`src/hdl/grouped_sorted_insert_queue_assert.svh`:
```
// Assertion macros for the grouped sorted insert queue
`ifndef GROUPED_SORTED_INSERT_QUEUE_ASSERT_SVH
`define GROUPED_SORTED_INSERT_QUEUE_ASSERT_SVH
`ifndef ASSERT_OFF
// Check that a condition implies a consequence in the same cycle
`define GSIQ_ASSERT_SAME(lbl, clk, rstn, ante, cons) \
    lbl: assert property (@(posedge clk) disable iff (!rstn) (ante) |-> (cons)) \
        else $error("gsiq assertion failed");
// Check that a condition implies a consequence in the following cycle
`define GSIQ_ASSERT_NEXT(lbl, clk, rstn, ante, cons) \
    lbl: assert property (@(posedge clk) disable iff (!rstn) (ante) |=> (cons)) \
        else $error("gsiq assertion failed");
`else
`define GSIQ_ASSERT_SAME(lbl, clk, rstn, ante, cons)
`define GSIQ_ASSERT_NEXT(lbl, clk, rstn, ante, cons)
`endif
`endif

```
`src/hdl/gsiq_pkg.sv`:
```
// Types and constants shared by the grouped sorted insert queue
`timescale 1ns / 1ps
package gsiq_pkg;

    localparam int CAPACITY_DEF = 32;
    localparam int POS_BITS_DEF = 32;
    localparam int ID_BITS_DEF  = 32;

    localparam logic OP_INSERT = 1'b0;
    localparam logic OP_POP    = 1'b1;

    typedef enum logic [1:0] {
        STATUS_INSERTED = 2'd0,
        STATUS_POPPED   = 2'd1,
        STATUS_EMPTY    = 2'd2,
        STATUS_FULL     = 2'd3
    } status_t;

    typedef struct packed {
        logic        op;
        logic [31:0] position;
        logic [31:0] node_id;
    } in_beat_t;

    typedef struct packed {
        status_t     status;
        logic [31:0] out_position;
        logic [31:0] out_node_id;
        logic        last;
    } out_beat_t;

    // Control broadcast from the controller to every cell
    typedef struct packed {
        logic ins;
        logic shift;
        logic largest_first;
    } cell_ctrl_t;

endpackage

```
`src/hdl/gsiq_cell.sv`:
```
// One storage cell of the sorted chain: holds one entry, inserts or shifts
`timescale 1ns / 1ps
module gsiq_cell #(
    parameter int POS_BITS = gsiq_pkg::POS_BITS_DEF,
    parameter int ID_BITS  = gsiq_pkg::ID_BITS_DEF
) (
    input  logic                clk,
    input  gsiq_pkg::cell_ctrl_t ctrl,
    input  logic                occupied,
    input  logic                found_in,
    output logic                found_out,
    input  logic [POS_BITS-1:0] new_pos,
    input  logic [ID_BITS-1:0]  new_id,
    input  logic [POS_BITS-1:0] prev_pos,
    input  logic [ID_BITS-1:0]  prev_id,
    input  logic [POS_BITS-1:0] next_pos,
    input  logic [ID_BITS-1:0]  next_id,
    output logic [POS_BITS-1:0] pos,
    output logic [ID_BITS-1:0]  id
);
    import gsiq_pkg::*;

    logic [POS_BITS-1:0] pos_reg, pos_next;
    logic [ID_BITS-1:0]  id_reg, id_next;
    logic                below;
    logic                take;

    // Rank the held entry against the incoming one
    assign below = occupied &&
                   (ctrl.largest_first ? (pos_reg < new_pos) : (pos_reg > new_pos));

    // Claim the slot if no earlier cell did and this is the first lower or free one
    assign take      = !found_in && (below || !occupied);
    assign found_out = found_in || take;

    // Load the new entry, move down from the left, or move up from the right
    always_comb
    begin
        pos_next = pos_reg;
        id_next  = id_reg;
        priority if (ctrl.ins && take)
        begin
            pos_next = new_pos;
            id_next  = new_id;
        end
        else if (ctrl.ins && found_in)
        begin
            pos_next = prev_pos;
            id_next  = prev_id;
        end
        else if (ctrl.shift)
        begin
            pos_next = next_pos;
            id_next  = next_id;
        end
        else
        begin
            // hold the entry
            pos_next = pos_reg;
            id_next  = id_reg;
        end
    end

    always_ff @(posedge clk)
    begin
        pos_reg <= pos_next;
        id_reg  <= id_next;
    end

    assign pos = pos_reg;
    assign id  = id_reg;

endmodule

```
`config.mk`:
```
export PLATFORM = sky130hd
export DESIGN_NAME = gsiq_cell
export DESIGN_NICKNAME = d
export VERILOG_FILES = /design/src/hdl/grouped_sorted_insert_queue_assert.svh /design/src/hdl/gsiq_pkg.sv /design/src/hdl/gsiq_cell.sv
export SDC_FILE = /design/constraint.sdc
export NUM_CORES = 1
export LEC_CHECK = 0
export BUFFER_PORTS_ARGS = -buffer_cell sky130_fd_sc_hd__buf_2
export CAP_MARGIN = 10
export CORE_AREA = 2 2 102 104
export CTS_CLUSTER_SIZE = 20
export DETAILED_ROUTE_END_ITERATION = 6
export DIE_AREA = 0 0 104 106
export PLACE_DENSITY_LB_ADDON = 0.15
export SYNTH_ARGS = -nofsm -noshare
export SYNTH_HDL_FRONTEND = slang
export SYNTH_SLANG_ARGS = --single-unit
```
`constraint.sdc`:
```
create_clock -name clk -period 9.5 [get_ports clk]
set_clock_uncertainty 0.1 [all_clocks]
set_input_delay 2.85 -clock clk [delete_from_list [all_inputs] [get_ports clk]]
set_output_delay 2.85 -clock clk [all_outputs]
set_load 0.02 [all_outputs]
```
==> flow_summary_export.csv <==
group,metric,value,unit
status,status,"finished, final reports clean",
pwr,seqPwrFrac,0.438,
global_routing,track_usage,0.210,
setup_path,crit_type,"primary input to primary output",
drt,avgViaCountPerCell,4.78,
timing,slew_headroom,0.331,
timing,finalSetupViolCount,0,
synth,synth_cell_type_count,30,
drt,drt_iter0_drc,98,
drt,wl_met1,4550,µm
synth,syn_nets,561,
clock_network,clk_latency,0.34,ns
clock_network,cts_buffers,9,
drt,via_count,3510,
final_layout,diodes,0,
global_routing,antenna_found_initial,0,
pwr,pwr-share-clk,0.267,
setup_path,critPathCaptureType,"primary output",
pwr,power_frac_comb,0.295,
global_routing,grt_overflow,0,
synth,yosys_warnings,0,
drt,drc,0,
synth,synth_ff_type,"edfxtp_1",
final_layout,fin_nets,823,
timing,hold_viol_final,0,
setup_path,arrival,4.78,ns
placement,place_ws,1.77,ns
pwr,power.switching,248,µW
clock_network,clock_path_buffers,2,
drt,wl_met2,5990,µm
clock_network,postCtsHoldBufs,0,
floorplanning,floorplan.rows,37,
timing,final.setup.tns,0,ns
pwr,p_sw_frac,0.297,
synth,syn_inst,331,
placement,hpwl,9200,µm
floorplanning,die_w,104,µm
synth,yosysSeqAreaShare,0.449,
clock_network,ctsRootBufferMaster,"clkbuf_8",
global_routing,grt_max_degree,66,
floorplanning,coreArea,10000,µm²
job,drv_cap,0,
global_routing,grt_pass1_vias,3787,
synth,synthArstFlopShare,0,
timing,tightestPinTransition,1.00,ns
floorplanning,dieArea,11000,µm²
timing,finalCritPeriodShare,0.814,
placement,port_buffers,262,
synth,yosys.area.top_type_share,0.449,
synth,synthMostInstantiatedCell,"edfxtp_1",
pwr,p_int,587,µW
clock_network,cts.sinks,64,
final_layout,drive_above_1_share,0.577,
timing,setup_ws,1.77,ns
timing,rsz0062_at_grt,"false",
drt,drtAntennaViolNets,0,
final_layout,fin_util,0.589,
synth,synthTopCellsByArea,"edfxtp_1 45%, mux2i_1 15%, mux2_2 13%",
clock_network,cts_tree,"built",
final_layout,num-fill-cells,920,
pwr,max-vdd-ir-drop,65.8,µV
clock_network,htreeDepth,3,
drt,wl_per_cell,15.9,µm
setup_path,worstPathRequired,6.55,ns
drt,met3_length,1060,µm
timing,hold_slack,1.79,ns
final_layout,syn2layout_area_growth,37.8,%
global_routing,grt_pass1_wl,18000,µm
synth,avgSynthCellArea,12.9,µm²
drt,routed_wirelength,11700,µm
timing,fmax,129,MHz
pwr,leakagePower,0.00319,µW
drt,top_layer,"met4",
placement,place_congestion,0.852,
drt,first_pass_iters,4,
floorplanning,fp.dieH,106,µm
clock_network,cts.repair.resized,0,
synth,synth_area_leader_cell,"edfxtp_1",
synth,synth.cell_area,4280,µm²
timing,final_max_slew_viol_count,0,
pwr,powerDensity,142,nW/µm²
clock_network,post_cts_buffers,0,
synth,yosys-top-cells-count,"64 x edfxtp_1, 62 x mux2i_1, 48 x mux2_2",
synth,synth_edf_count,64,
min_path,hp-class,"flip-flop to flip-flop",
timing,period_minus_slack,7.73,ns
floorplanning,initial_core_util,0.428,
floorplanning,ioPinCount,263,
clock_network,path_clk_slew,0.07,ns
synth,synth-seq-cells,64,
setup_path,critical_path.startpoint_type,"primary input",
setup_path,crit_path_max_fanout,3,
metrics by stage:
step	area, µm²	std cells	power, µW
after global placement	5710	718	614
after detailed placement	5710	718	621
after global routing	5890	734	879
final	5890	734	835
after CTS	5890	734	845
after floorplan	4280	331	524
worst max-delay path, stage by stage:
cell and delay (ns):
buf_2 0.07, inv_1 0.04, ha_1 0.31, nand4_1 0.19, nor4_1 0.51, nand2_1 0.11, a31oi_1 0.20, o211ai_1 0.14
nand4b_1 0.13, buf_2 0.21
path summary, 6_finish.rpt:
check / start / end / slack, ns / cells after the start
max: new_pos[30] / found_out / 1.77 / 10
min: pos[31]$_DFFE_PP_ / pos[12]$_DFFE_PP_ / 1.79 / 6
max reg2reg: pos[30]$_DFFE_PP_ / id[0]$_DFFE_PP_ / 5.34 / 9
min reg2reg: pos[31]$_DFFE_PP_ / pos[12]$_DFFE_PP_ / 1.79 / 6
layout by cell type (no fill, tap or decap), types with 2 or more instances in the layout:
cell      count
mux2_4       18
o211ai_1      2
clkbuf_8      9
buf_4         3
clkinv_2      2
mux2i_1      62
mux2_2       48
ha_1         32
inv_1        35
clkinv_1      2
nand4_1       5
buf_2       262
edfxtp_1     64
nor4_1        2
nand2_1      12
clkbuf_1      2
nor2_1        3
nand3_1       3
o21ai_0       3
a21oi_1      15
power by group through the flow:
stage	Combinational (µW)	Sequential, µW	Clock (µW)
3_3_place_gp	244	370	0
5_1_grt	270	370	239
2_1_floorplan	109	415	0
3_5_place_dp	249	372	0
4_1_cts	250	366	229
6_report	246	366	223
cells by family after synthesis:
kind of cell	share of synthesized area
muxes	0.335
DFF	0.449
buffers and inverters	0.0486
adders and majority gates	0.0936
and+or+nand+nor	0.0366
AOI/OAI and AO/OA	0.0374
cell type report:
class / instances / area (µm²) / area share
multi-input combinational: 218 / 2160 / 0.366
inverter: 35 / 131 / 0.0223
tap: 136 / 170 / 0.0289
clock buffer: 11 / 131 / 0.0223
sequential: 64 / 1920 / 0.326
clock inverter: 5 / 47.5 / 0.00807
timing repair buffer: 265 / 1330 / 0.226
routing by layer:
metal,track usage,vias up
met4,0.0541,0
met1,0.222,1594
met3,0.0779,5
li1,-,1758
met5,0,-
met2,0.393,153
Note: power is estimated with default switching activity, not from simulation.
